$ cat src/hdl/xtl_pkg.sv
// Shared types and constants for the XYZ to CIELAB converter.
// No dependencies; imported by every module of the block.
package xtl_pkg;

    // Field widths
    localparam int unsigned VAL_W   = 24;   // Q8.16 tristimulus and white values
    localparam int unsigned RATIO_W = 24;   // Q4.20 ratio
    localparam int unsigned F_W     = 22;   // Q.20 curve value
    localparam int unsigned LIN_W   = 19;   // linear segment result
    localparam int unsigned NUM_W   = 30;   // linear numerator
    localparam int unsigned PROD_W  = 61;   // numerator times reciprocal
    localparam int unsigned L_W     = 21;
    localparam int unsigned A_W     = 24;
    localparam int unsigned B_W     = 22;

    // Pipeline depths
    localparam int unsigned DIV_STEPS = 24; // one quotient bit per stage
    localparam int unsigned CR_STEPS  = 22; // one root bit per stage
    localparam int unsigned MRG_STAGES = 2;
    localparam int unsigned LATENCY   = (DIV_STEPS + 1) + (CR_STEPS + 1) + MRG_STAGES;

    // Curve constants
    localparam logic [RATIO_W-1:0] LIN_LIMIT  = 24'd9286;      // t*24389 > 216*2^20
    localparam logic [14:0]        LIN_MUL    = 15'd24389;
    localparam logic [NUM_W-1:0]   LIN_OFFSET = 30'd452986398; // 432*2^20 + 1566
    localparam logic [30:0]        LIN_RECIP  = 31'd1404229410; // ceil(2^42 / 3132)
    localparam int unsigned        LIN_SHIFT  = 42;

    // Reset values of the white registers (D65)
    localparam logic [VAL_W-1:0] WHITE_X_RST = 24'd6229000;
    localparam logic [VAL_W-1:0] WHITE_Y_RST = 24'd6553600;
    localparam logic [VAL_W-1:0] WHITE_Z_RST = 24'd7135756;

    // Register indexes
    typedef enum logic [1:0] {
        REG_WHITE_X = 2'd0,
        REG_WHITE_Y = 2'd1,
        REG_WHITE_Z = 2'd2
    } reg_idx_t;

    // What one lane hands to the merging stage
    typedef struct packed {
        logic [F_W-1:0] f;
        logic           sat;
    } lane_res_t;

endpackage

$ cat src/hdl/xtl_divider.sv
// Pipelined restoring divider: ratio = floor((v << 20) / w), clamped to Q4.20.
// Depends on xtl_pkg.
module xtl_divider (
    input  logic                        clk,
    input  logic                        en,
    input  logic [xtl_pkg::VAL_W-1:0]   dividend,
    input  logic [xtl_pkg::VAL_W-1:0]   divisor,
    output logic [xtl_pkg::RATIO_W-1:0] ratio,
    output logic                        sat
);
    import xtl_pkg::*;

    logic [VAL_W-1:0]   rem_reg [0:DIV_STEPS];
    logic [RATIO_W-1:0] q_reg   [0:DIV_STEPS];
    logic [VAL_W-1:0]   low_reg [0:DIV_STEPS];
    logic               sat_reg [0:DIV_STEPS];

    // Entry: quotient of 16 or more (or zero divisor) iff v >= 16*w
    always_ff @(posedge clk)
    begin
        if (en)
        begin
            rem_reg[0] <= {4'b0, dividend[VAL_W-1:4]};
            low_reg[0] <= {dividend[3:0], 20'b0};
            q_reg[0]   <= '0;
            sat_reg[0] <= {4'b0, dividend} >= {divisor, 4'b0};
        end
    end

    // One quotient bit per stage
    for (genvar k = 0; k < DIV_STEPS; k++)
    begin : g_step
        logic [VAL_W:0]   trial;
        logic             ge;
        logic [VAL_W-1:0] rem_next;

        always_comb
        begin
            trial    = {rem_reg[k], low_reg[k][VAL_W-1]};
            ge       = trial >= {1'b0, divisor};
            rem_next = ge ? VAL_W'(trial - {1'b0, divisor}) : trial[VAL_W-1:0];
        end

        always_ff @(posedge clk)
        begin
            if (en)
            begin
                rem_reg[k+1] <= rem_next;
                q_reg[k+1]   <= {q_reg[k][RATIO_W-2:0], ge};
                low_reg[k+1] <= {low_reg[k][VAL_W-2:0], 1'b0};
                sat_reg[k+1] <= sat_reg[k];
            end
        end
    end

    assign ratio = sat_reg[DIV_STEPS] ? '1 : q_reg[DIV_STEPS];
    assign sat   = sat_reg[DIV_STEPS];

endmodule

$ cat config.mk
export PLATFORM = sky130hd
export DESIGN_NAME = xtl_divider
export DESIGN_NICKNAME = d
export VERILOG_FILES = /design/src/hdl/xtl_pkg.sv /design/src/hdl/xtl_divider.sv
export SDC_FILE = /design/constraint.sdc
export NUM_CORES = 2
export LEC_CHECK = 0
export ABC_AREA = 1
export BUFFER_PORTS_ARGS = -buffer_cell sky130_fd_sc_hd__buf_2
export CORE_MARGIN = 2
export CORE_UTILIZATION = 40
export CTS_BUF_LIST = sky130_fd_sc_hd__clkbuf_2
export DETAILED_ROUTE_END_ITERATION = 6
export GPL_ROUTABILITY_DRIVEN = 0
export PLACE_DENSITY = 0.52
export SYNTH_ARGS = -nofsm -noshare
export SYNTH_HDL_FRONTEND = slang
export SYNTH_SLANG_ARGS = --single-unit
$ cat constraint.sdc
create_clock -name clk -period 3.8 [get_ports clk]
set_clock_uncertainty 0.2 [all_clocks]
set_input_delay 0.38 -clock clk [delete_from_list [all_inputs] [get_ports clk]]
set_output_delay 0.38 -clock clk [all_outputs]
set_load 0.1 [all_outputs]
# After elaboration in Yosys (flattened, before gate mapping)
# Memories as Yosys holds them, arrays and structs flattened.
# Cells that the tools add are included.
[totals]
regBits = 0
ramBits = 1800
inputBits = 50
out_inout_bits = 25
word_cells = 80
n_memories = 4
[classes]
addsub = 24
order_cmp = 25
muxes = 27
[mem_list]
columns = ["name", "words", "word_bits", "read_ports", "rd_ports_with_merged_regs", "write_ports", "line_no", "source"]
rows = [
  ["q_reg", 25, 24, 25, 0, 25, "xtl_divider.sv:14", "logic [RATIO_W-1:0] q_reg [0:DIV_STEPS];"],
  ["rem_reg", 25, 24, 24, 0, 25, "xtl_divider.sv:13", "logic [VAL_W-1:0] rem_reg [0:DIV_STEPS];"],
  ["low_reg", 25, 23, 24, 0, 25, "xtl_divider.sv:15", "logic [VAL_W-1:0] low_reg [0:DIV_STEPS];"],
  ["sat_reg", 25, 1, 25, 0, 25, "xtl_divider.sv:16", "logic sat_reg [0:DIV_STEPS];"],
]
[op_table]
columns = ["operator", "count"]
rows = [
  ["$ge A25 B24 Y1", 24],
  ["$mux W24", 25],
  ["$sub A24 B24 Y24", 24],
  ["$ge A24 B28 Y1", 1],
  ["$mux W1", 2],
]

# Longest topological paths before layout
# An unclocked memory read counts as a cell.
[logic_depth]
ltp_word = 3
depth_mapped = 15
mapped_depth_nobuf = 14

# Least setup slack after synthesis
# OpenSTA, ideal clock, no wires.
[synth_path]
path_kind = "input port to flip-flop"
startpoint = "input port divisor[12] in the netlist's numbering"
endpoint = "memory rem_reg[23][17], in the netlist rem_reg[2][185] (data pin)"
setup_time_ns = 0.253
t_arrival_ns = 2.234
required_time_ns = 3.347
path_slack_ns = 1.113
path_stages = 13
path_buffers = 1
path_cell_list = "inv_1 > ha_1 > nand2_1 > inv_2 > nand2_1 > nand2_1 > nand2_1 > nand2_1 > a21oi_2 > nand3_2 > buf_6 > nand2_1 > nand2_1"
[synth_lines]
columns = ["element", "line_no", "source"]
rows = [
  ["start: declaration", "xtl_divider.sv:7", "input logic [xtl_pkg::VAL_W-1:0] divisor,"],
  ["end: declaration", "xtl_divider.sv:13", ""],
]

==> results.yml <==
status:
  outcome: "finished, final reports clean"
power:
  sw_frac_of_total_pct: 50.65
  p_seq_share_pct: 29.4
  p_int_mw: 31.51
  switchingPower_mw: 32.34
  power_density_nw_per_um2: 733.2
  p_comb_share_pct: 58.8
  ir_worst_vdd_mv: 0.3281
  power_leakage_nw: 46.91
  power_mw: 63.84
  clockPowerShare_pct: 11.9
synthesis:
  syn_inst: 11544
  syn_avg_cell_area_sq_um: 6.805
  synthFlopType: "edfxtp_1"
  syn-cell-area_sq_um: 78560
  synth-warning-count: 0
  synth_cell_type_count: 39
  ys_seq_elements: 907
  synth_edf_count: 907
  synth_fp_nets: 12209
  ys_seq_area_share_pct: 34.67
  async_reset_ff_share_pct: 0
worst_setup_path:
  cp-start-kind: "flip-flop"
  worst-setup-path-type: "flip-flop to flip-flop"
  critPathCaptureType: "flip-flop"
  reg2reg_setup_slack_ns: 0.17
  reg2reg_from: "rem_reg[2][42]"
  crit_fanout: 13
  required_ns: 5.32
  worstSetupStartpoint: "rem_reg[2][42]"
  worstPathArrival_ns: 5.15
clock_network:
  clk_path_buf_depth: 4
  htreeDepth: 5
  root_buffer: "clkbuf_2"
  clk_pin_slew_ns: 0.11
  clock_latency_ns: 1.84
  cts_tree: "yes"
  cts_sinks: 907
  cts_buffers: 283
timing:
  clock.fmax_mhz: 275.3
  rsz0062_at_grt: "false"
  fin_ws_ns: 0.1679
  drv_slew: 0
  period_share_pct: 95.58
  setup_violations: 0
  max-slew-margin-rel_pct: 8.399
  hold_slack_ns: 0.1859
  finalCriticalPeriod_ns: 3.632
  tightest_slew_ns: 1.374
  hold_violations: 0
placement:
  dpl_cell_area_sq_um: 82560
  dp_hpwl_microns: 194200
  dp.cells: 14197
  dp_worst_setup_slack_ns: 0.06859
  portBuffers: 74
floorplanning:
  dieWidth_microns: 447.2
  die_area_sq_um: 200000
  start_util_pct: 40.29
  num_rows: 162
  coreArea_sq_um: 195000
  die_h_microns: 447.2
  ioPinCount: 75
detailed_routing:
  dr.pass1.iters: 6
  viasPerCell: 5.044
  drt-wirelength-per-cell_microns: 17.45
  drtIter0Drc: 5539
  ant_nets: 0
  vias: 74912
  drc: 0
  wirelength_microns: 259100
global_routing:
  antenna_found_initial: 8
  grt_pass1_wl_microns: 397200
  grt_max_degree: 185
  grt_usage_pct: 25.54
  grt_pass1_vias: 71152
  grt_overflow_total: 0
final_layout:
  stdcell_area_sq_um: 87070
  largest_reg_flops: 572
  syn2layout_area_growth_pct: 10.83
  nets: 12701
  drive_gt1_share_pct: 7.228
  final_cells: 14852
run:
  cap_violations: 0
hold_path:
  hold_path_class: "flip-flop to flip-flop"
  hp-start: "q_reg[1][55]"
-- logic make-up after synthesis --
| kind of cell | after synthesis | share of synthesized area [%] |
|---|---|---|
| AND/OR/NAND/NOR | 7176 | 38.67 |
| buffers and inverters | 2292 | 11.61 |
| flip-flops | 907 | 34.67 |
| adder cells (fa/ha/maj) | 615 | 10.01 |
| AO/OA/AOI/OAI | 313 | 2.356 |
| XOR/XNOR | 241 | 2.687 |
-- worst max-delay path, cell delays in order (launching register included) --
cell and delay, ns:
edfxtp_1 0.49, ha_1 0.46, nand2_1 0.15, nor2_2 0.19, nand4_1 0.11, nor2_1 0.17, nand3_1 0.28, nand3_4 0.30
nand2_1 0.07, dlygate4sd3_1 0.56, inv_1 0.05, dlygate4sd3_1 0.53
-- layer usage --
| metal | vias up | routed length (microns) | GRT usage [%] |
|---|---|---|---|
| li1 | 37861 | - | - |
| met1 | 34040 | 118100 | 34.56 |
| met2 | 2364 | 113900 | 40.45 |
| met3 | 645 | 14420 | 3.149 |
| met4 | 2 | 12700 | 12.12 |
| met5 | - | 88 | 0 |
-- timing repair --
item / CTS / global route
setup endpoints to repair: 25 / 200
pin swaps: 1 / 3
hold endpoints to repair: 1508 / 0
buffers inserted: 0 / 4
cloned: 0 / 2
hold buffers: 175 / 0
gates resized for setup: 59 / 19
-- power groups by stage --
stage	Combinational [mW]	Clock [mW]	Sequential [mW]
2_1_floorplan	28.3	0	17.1
6_report	37.5	7.58	18.7
3_5_place_dp	36.4	0	18.8
4_1_cts	37.0	8.04	18.7
3_3_place_gp	36.1	0	19.0
5_1_grt	42.9	8.46	18.9
-- path summary, 6_finish.rpt --
check | depth (start not counted) | to
setup / recovery | 11 | rem_reg[2][48]
hold / removal | 0 | q_reg[1][80]
setup reg to reg | 11 | rem_reg[2][48]
hold reg to reg | 0 | q_reg[1][80]
-- cells in the mapped netlist, types with 12 or more instances --
library cell	count	area share [%]
nand2_1	4992	24
inv_1	2043	9.8
edfxtp_1	907	35
nand4_1	686	5.5
nor2_1	664	3.2
ha_1	592	9.4
nand3_1	567	3.6
a21oi_1	249	1.6
xor2_1	217	2.4
buf_2	125	0.80
nor3_1	61	0.39
inv_2	53	0.25
buf_6	46	0.66
nand3_2	38	0.48
nor2_2	34	0.27
or2_2	32	0.25
nand3b_1	26	0.25
o21a_1	26	0.25
xnor2_1	24	0.27
and2_1	23	0.18
fa_1	23	0.59
clkbuf_1	20	0.096
a21oi_4	16	0.33
nor3b_1	15	0.14
nand3_4	12	0.27
nor3_2	12	0.15
-- area by class of cell --
type                    count  area, sq um
fillers                 20543       107900
multi-input cells        8347        42360
flip-flops and latches    907        27240
inverters                2097         7880
repair buffers            400         3908
well taps                2624         3283
clock buffers             376         1882
clock inverters            89        495.5
diodes                     12        30.03
-- per-stage QoR --
| step | TNS [ns] | utilization [%] |
|---|---|---|
| detailed placement | 0 | 42.34 |
| global placement | 0 | 42.34 |
| global route | 0 | 44.65 |
| CTS | -0.4302 | 44.56 |
| floorplan | 0 | - |
| finish | 0 | 44.65 |
-- placed cells by master, fill, tap and decap left out, types with 59 or more instances in the layout --
cell              n
edfxtp_1        907
inv_1          2020
nor2_1          664
nand2_1        4992
ha_1            589
nor3_1           61
clkbuf_2        376
clkinv_1         59
nand4_1         686
xor2_1          217
buf_4           119
a21oi_1         248
dlygate4sd3_1   170
inv_2            73
nand3_1         567
No activity file was read; power rests on OpenSTA's default activity.
