--- src/hdl/xtl_pkg.sv ---
// Shared types and constants for the XYZ to CIELAB converter.
// No dependencies; imported by every module of the block.
package xtl_pkg;

    // Field widths
    localparam int unsigned VAL_W   = 24;   // Q8.16 tristimulus and white values
    localparam int unsigned RATIO_W = 24;   // Q4.20 ratio
    localparam int unsigned F_W     = 22;   // Q.20 curve value
    localparam int unsigned LIN_W   = 19;   // linear segment result
    localparam int unsigned NUM_W   = 30;   // linear numerator
    localparam int unsigned PROD_W  = 61;   // numerator times reciprocal
    localparam int unsigned L_W     = 21;
    localparam int unsigned A_W     = 24;
    localparam int unsigned B_W     = 22;

    // Pipeline depths
    localparam int unsigned DIV_STEPS = 24; // one quotient bit per stage
    localparam int unsigned CR_STEPS  = 22; // one root bit per stage
    localparam int unsigned MRG_STAGES = 2;
    localparam int unsigned LATENCY   = (DIV_STEPS + 1) + (CR_STEPS + 1) + MRG_STAGES;

    // Curve constants
    localparam logic [RATIO_W-1:0] LIN_LIMIT  = 24'd9286;      // t*24389 > 216*2^20
    localparam logic [14:0]        LIN_MUL    = 15'd24389;
    localparam logic [NUM_W-1:0]   LIN_OFFSET = 30'd452986398; // 432*2^20 + 1566
    localparam logic [30:0]        LIN_RECIP  = 31'd1404229410; // ceil(2^42 / 3132)
    localparam int unsigned        LIN_SHIFT  = 42;

    // Reset values of the white registers (D65)
    localparam logic [VAL_W-1:0] WHITE_X_RST = 24'd6229000;
    localparam logic [VAL_W-1:0] WHITE_Y_RST = 24'd6553600;
    localparam logic [VAL_W-1:0] WHITE_Z_RST = 24'd7135756;

    // Register indexes
    typedef enum logic [1:0] {
        REG_WHITE_X = 2'd0,
        REG_WHITE_Y = 2'd1,
        REG_WHITE_Z = 2'd2
    } reg_idx_t;

    // What one lane hands to the merging stage
    typedef struct packed {
        logic [F_W-1:0] f;
        logic           sat;
    } lane_res_t;

endpackage

--- src/hdl/xtl_merge.sv ---
// Merging stage: combines the three lane curves into L*, a*, b* in Q.12.
// Depends on xtl_pkg.
module xtl_merge (
    input  logic                        clk,
    input  logic                        en,
    input  xtl_pkg::lane_res_t          fx,
    input  xtl_pkg::lane_res_t          fy,
    input  xtl_pkg::lane_res_t          fz,
    output logic [xtl_pkg::L_W-1:0]     lightness,
    output logic signed [xtl_pkg::A_W-1:0] red_green,
    output logic signed [xtl_pkg::B_W-1:0] yellow_blue,
    output logic                        saturated
);
    import xtl_pkg::*;

    logic signed [29:0] lq_reg;
    logic signed [32:0] a_reg;
    logic signed [31:0] b_reg;
    logic               sat_reg;

    logic signed [29:0] lq_next;
    logic signed [32:0] a_next;
    logic signed [31:0] b_next;

    logic [29:0]        l_round;
    logic [32:0]        a_mag;
    logic [32:0]        a_rnd;
    logic [31:0]        b_mag;
    logic [31:0]        b_rnd;
    logic [L_W-1:0]     light_next;

    // Scaled differences
    always_comb
    begin
        lq_next = 30'(signed'({8'b0, fy.f}) * 30'sd116) - 30'sd16777216;
        a_next  = 33'(signed'({11'b0, fx.f}) - signed'({11'b0, fy.f})) * 33'sd500;
        b_next  = 32'(signed'({10'b0, fy.f}) - signed'({10'b0, fz.f})) * 32'sd200;
    end

    always_ff @(posedge clk)
    begin
        if (en)
        begin
            lq_reg  <= lq_next;
            a_reg   <= a_next;
            b_reg   <= b_next;
            sat_reg <= fx.sat | fy.sat | fz.sat;
        end
    end

    // Round to Q.12, halves away from zero; clamp lightness
    always_comb
    begin
        l_round = (30'(lq_reg) + 30'd128) >> 8;
        if (lq_reg <= 30'sd0)
        begin
            light_next = '0;
        end
        else if (l_round > 30'(2**L_W - 1))
        begin
            light_next = '1;
        end
        else
        begin
            light_next = l_round[L_W-1:0];
        end
        a_mag = a_reg[32] ? 33'(-a_reg) : 33'(a_reg);
        a_rnd = (a_mag + 33'd128) >> 8;
        if (a_reg[32])
        begin
            a_rnd = 33'(-a_rnd);
        end
        b_mag = b_reg[31] ? 32'(-b_reg) : 32'(b_reg);
        b_rnd = (b_mag + 32'd128) >> 8;
        if (b_reg[31])
        begin
            b_rnd = 32'(-b_rnd);
        end
    end

    always_ff @(posedge clk)
    begin
        if (en)
        begin
            lightness   <= light_next;
            red_green   <= signed'(a_rnd[A_W-1:0]);
            yellow_blue <= signed'(b_rnd[B_W-1:0]);
            saturated   <= sat_reg;
        end
    end

endmodule

--- config.mk ---
export PLATFORM = sky130hd
export DESIGN_NAME = xtl_merge
export DESIGN_NICKNAME = d
export VERILOG_FILES = /design/src/hdl/xtl_pkg.sv /design/src/hdl/xtl_merge.sv
export SDC_FILE = /design/constraint.sdc
export NUM_CORES = 1
export LEC_CHECK = 0
export BUFFER_PORTS_ARGS = -buffer_cell sky130_fd_sc_hd__buf_2
export CORE_MARGIN = 1
export CORE_UTILIZATION = 56
export DETAILED_ROUTE_END_ITERATION = 10
export PLACE_DENSITY_LB_ADDON = 0.1
export SYNTH_ARGS = -nofsm -noshare
export SYNTH_HDL_FRONTEND = slang
export SYNTH_SLANG_ARGS = --single-unit
--- constraint.sdc ---
create_clock -name clk -period 10.75 [get_ports clk]
set_clock_uncertainty 0.2 [all_clocks]
set_input_delay 1.075 -clock clk [delete_from_list [all_inputs] [get_ports clk]]
set_output_delay 1.075 -clock clk [all_outputs]
set_load 0.01 [all_outputs]
# Word-level counts from Yosys, hierarchy flattened
# Cells that the tools add are included.
[word_totals]
register_bits = 159
input_bits = 71
[classes]
add_sub_neg = 10
multipliers = 3
order_cmp = 2
n_mux = 5
bitwise = 2
[ops]
columns = ["operator", "n"]
rows = [
  ["adder 30 x 8 -> 30 bit, second input constant", 2],
  ["subtractor 22 x 22 -> 23 bit", 2],
  ["adder 32 x 8 -> 32 bit, second input constant", 1],
  ["2-to-1 mux 32 bit", 1],
  ["negator 32 bit", 1],
  ["multiplier 23 x 8 -> 31 bit, second input constant", 1],
  ["less-or-equal comparator 30 x 1 -> 1 bit, second input constant", 1],
  ["2-to-1 mux 30 bit", 1],
  ["negator 30 bit", 1],
  ["subtractor 29 x 25 -> 30 bit, second input constant", 1],
  ["multiplier 23 x 6 -> 29 bit, second input constant", 1],
  ["multiplier 22 x 5 -> 27 bit, second input constant", 1],
  ["2-to-1 mux 24 bit", 1],
  ["negator 24 bit", 1],
  ["greater-than comparator 22 x 21 -> 1 bit, second input constant", 1],
  ["2-to-1 mux 22 bit", 1],
  ["negator 22 bit", 1],
  ["2-to-1 mux 21 bit", 1],
  ["OR 1 bit", 2],
]

# Logic depth before layout (Yosys ltp)
[depth]
word_depth = 5
ltp_mapped = 32
mapped_depth_nobuf = 32

# Worst setup path after synthesis
# Ideal clock, no wire load.
[synth_path]
kind = "input-to-reg"
start = "in fx[1] in the netlist's numbering"
end = "reg a_reg[32], data pin"
arrival_time_ps = 7574
path_slack_ps = 2713
cell_stages = 31
path_buffers = 0
path_cell_list = "inv_1 ha_1 inv_1 fa_1 a21o_1 a21oi_1 o21ai_0 a21oi_1 o21a_1 o21ai_0 a311oi_1 o21bai_1 a21o_1 xnor2_1 inv_1 fa_1 inv_1 fa_1 inv_1 fa_1 inv_1 fa_1 inv_1 ha_1 a21o_1 a21oi_1 nor3b_1 a21bo_2 o2111ai_1 a21oi_1 xor2_1"
[synth_between]
elab_chain_len = 2
[synth_lines]
columns = ["element", "line_no", "text"]
rows = [
  ["from (decl)", "xtl_merge.sv:6", "input xtl_pkg::lane_res_t fx,"],
  ["subtractor 22 x 22 -> 23 bit", "xtl_merge.sv:36", "a_next = 33'(signed'({11'b0, fx.f}) - signed'({11'b0, fy.f})) * 33'sd500;"],
  ["multiplier 23 x 8 -> 31 bit", "xtl_merge.sv:36", ""],
  ["via a_next[32]", "xtl_merge.sv:22", "logic signed [32:0] a_next;"],
  ["to (signal assigned)", "xtl_merge.sv:45", "a_reg <= a_next;"],
  ["to (decl)", "xtl_merge.sv:17", "logic signed [32:0] a_reg;"],
]
# The timed path passes the listed nets, and every way through them passes these cells.
# A chain may end at the register's enable or synchronous reset.

# Worst setup path in the final report
# Ends and elaborated chain as after synthesis.

==> results.cfg <==
[outcome]
status = complete, no violations

[clock_network]
clock_sinks = 156
postCtsHoldBufs = 0
clk_latency_ns = 0.43
cts_tree = done
cts_resized = 0
htreeDepth = 4
cts_setup_buffers = 0
cts_made_buffers = 17
clockRootBuffer = clkbuf_16
clk_path_buf_depth = 2
clk_pin_slew_ns = 0.07

[placement]
portBuffers = 138
gp_congestion = 0.869
dp_hpwl_um = 35300

[sta]
min_period_ns = 8.60
hold_violations = 0
holdWs_ns = 0.219
clock.fmax_mhz = 116
setup_viol = 0
grt_setup_unrepaired = false
worst_slew_pin_slew_ns = 1.08
fin_setup_tns_ns = 0
relSlewSlack = 0.271
fin_crit_sh = 0.800
final_max_slew_viol_count = 0

[floorplan]
coreArea_mm2 = 0.0359
die_area_mm2 = 0.0376
rows = 69
fp.dieH_um = 194
start_util = 0.575
die_width_um = 194
io_pins = 139

[yosys]
synth_cells = 2262
ys.flop_type = edfxtp_1
synth.area.top_cells = edfxtp_1 (23%), ha_1 (15%), fa_1 (14%), inv_1 (7.7%), xnor2_1 (7.1%)
yosysTopAreaCell = edfxtp_1
synth-seq-cells = 156
yosysWarnings = 0
yosysSeqAreaShare = 0.227
avgSynthCellArea_um2 = 9.12
synth_edf_count = 156
yosysUniqueCellTypes = 97
synth_nets = 2731
async_flop_share = 0
netlist_area_mm2 = 0.0206
synth_top_cell_area_share = 0.227

[worst_setup_path]
worst_ep_arrival_time_ns = 8.58
worstReg2RegEnd = yellow_blue[21]
crit_required_ns = 10.73
start_kind = input pin
r2r_slack_ns = 5.62
ff2ff_path_depth = 16
end_kind = flop
path_class = in2reg
critPathSlowestCell = fa_1
worst_path_largest_cell_delay_ns = 0.57
crit_fanout = 5
crit_path_frequent_cell = inv_1
reg2reg_from = b_reg[3]

[global_route]
grt_pass1_wl_um = 72300
grt_antenna_before_repair = 3
grt_use_total = 0.233
grt_overflow_total = 0
grt_max_degree = 102
grt_pass1_vias = 15263

[routing]
wl_per_cell_um = 15.1
dr.first_iter.drc_count = 1054
drtPass1Iterations = 5
via_count = 15718
drc = 0
viasPerCell = 5.52
ant_nets = 0
totalWireLength_um = 42900

[hold_path]
hold_class = reg2reg
holdPathStages = 0
holdPathEnd = saturated
hold_path_startpoint = sat_reg

[layout]
drive_gt1_frac = 0.0907
fillers = 3132
fin_util = 0.622
nets = 2838
final_cell_mix = inv_1 (424), ha_1 (251), xnor2_1 (168), edfxtp_1 (156), fa_1 (147)
area_growth_pct = 8.16
largest_reg_flops = 31
layout_commonest_cell = inv_1

[job]
drv_cap = 0
-- stage by stage --
| stage | setup slack (ns) | instances | instance area [µm²] |
|---|---|---|---|
| final | 2.15 | 2845 | 22300 |
| after detailed placement | 1.74 | 2811 | 21700 |
| after floorplan | 2.71 | 2262 | 20600 |
| after CTS | 2.21 | 2843 | 22300 |
| after global placement | 1.99 | 2811 | 21700 |
| after global routing | 1.62 | 2844 | 22300 |
-- worst max-delay path, delay by kind of cell --
family / cells / cell delay [ns]
buffers and inverters: 8 / 0.67
adder cells (fa/ha/maj): 7 / 3.03
AO/OA/AOI/OAI: 14 / 3.18
AND/OR/NAND/NOR: 1 / 0.22
XOR/XNOR: 2 / 0.41
-- layout make-up --
class / count / area (µm²) / share of cell area
multi-input cells: 1625 / 14100 / 0.633
diodes: 2 / 5.00 / 0.000224
well taps: 461 / 577 / 0.0258
repair buffers: 143 / 734 / 0.0329
clock buffers: 17 / 425 / 0.0191
clock inverters: 15 / 170 / 0.00762
flip-flops and latches: 156 / 4680 / 0.210
inverters: 426 / 1600 / 0.0716
-- how the worst max path moves through the flow --
stage / from / endpoint / slack, ns / cells after the start
floorplan: fx[1] / a_reg[32] / 2.71 / 31
global placement: fx[1] / a_reg[32] / 1.99 / 32
detailed placement: fx[1] / a_reg[32] / 1.74 / 32
CTS: fx[1] / a_reg[32] / 2.21 / 32
global route: fx[1] / a_reg[32] / 1.62 / 32
finish: fx[1] / a_reg[32] / 2.15 / 32
-- synth_stat cells, drive strengths merged, types with 6 or more instances --
cell / number
a211oi: 10
a21boi: 9
a21o: 45
a21oi: 126
a311oi: 6
a31oi: 17
a41o: 6
a41oi: 6
and2: 11
and3: 18
buf: 13
clkbuf: 42
edfxtp: 156
fa: 147
ha: 251
inv: 425
mux2i: 12
nand2: 118
nand2b: 17
nand3: 54
nand3b: 7
nand4: 17
nor2: 112
nor2b: 14
nor3: 57
nor4: 23
o211ai: 11
o21a: 16
o21ai: 89
o21bai: 22
o22ai: 6
o31a: 6
o31ai: 19
o41ai: 7
or2: 11
or3: 27
or4: 9
xnor2: 168
xor2: 81
-- layer usage --
layer,global-route usage,up-vias,wire length (µm)
li1,-,7948,-
met3,0.0275,45,1650
met4,0.0761,2,987
met2,0.378,325,19300
met1,0.326,7398,20900
met5,0,-,8
-- cells by family (layout without fill, tap and decap cells) --
| group | Yosys count | after routing | synth area share |
|---|---|---|---|
| flip-flops | 156 | 156 | 0.227 |
| buffers and inverters | 481 | 601 | 0.0885 |
| XOR/XNOR | 250 | 250 | 0.107 |
| multiplexers | 15 | 15 | 0.00746 |
| other | 0 | 2 | 0 |
| adder cells (fa/ha/maj) | 399 | 399 | 0.295 |
| AO/OA/AOI/OAI | 446 | 446 | 0.144 |
| AND/OR/NAND/NOR | 515 | 515 | 0.131 |
Power is not shown: default switching activity piles up to over one toggle a cycle in this logic, so the estimate is an artifact.
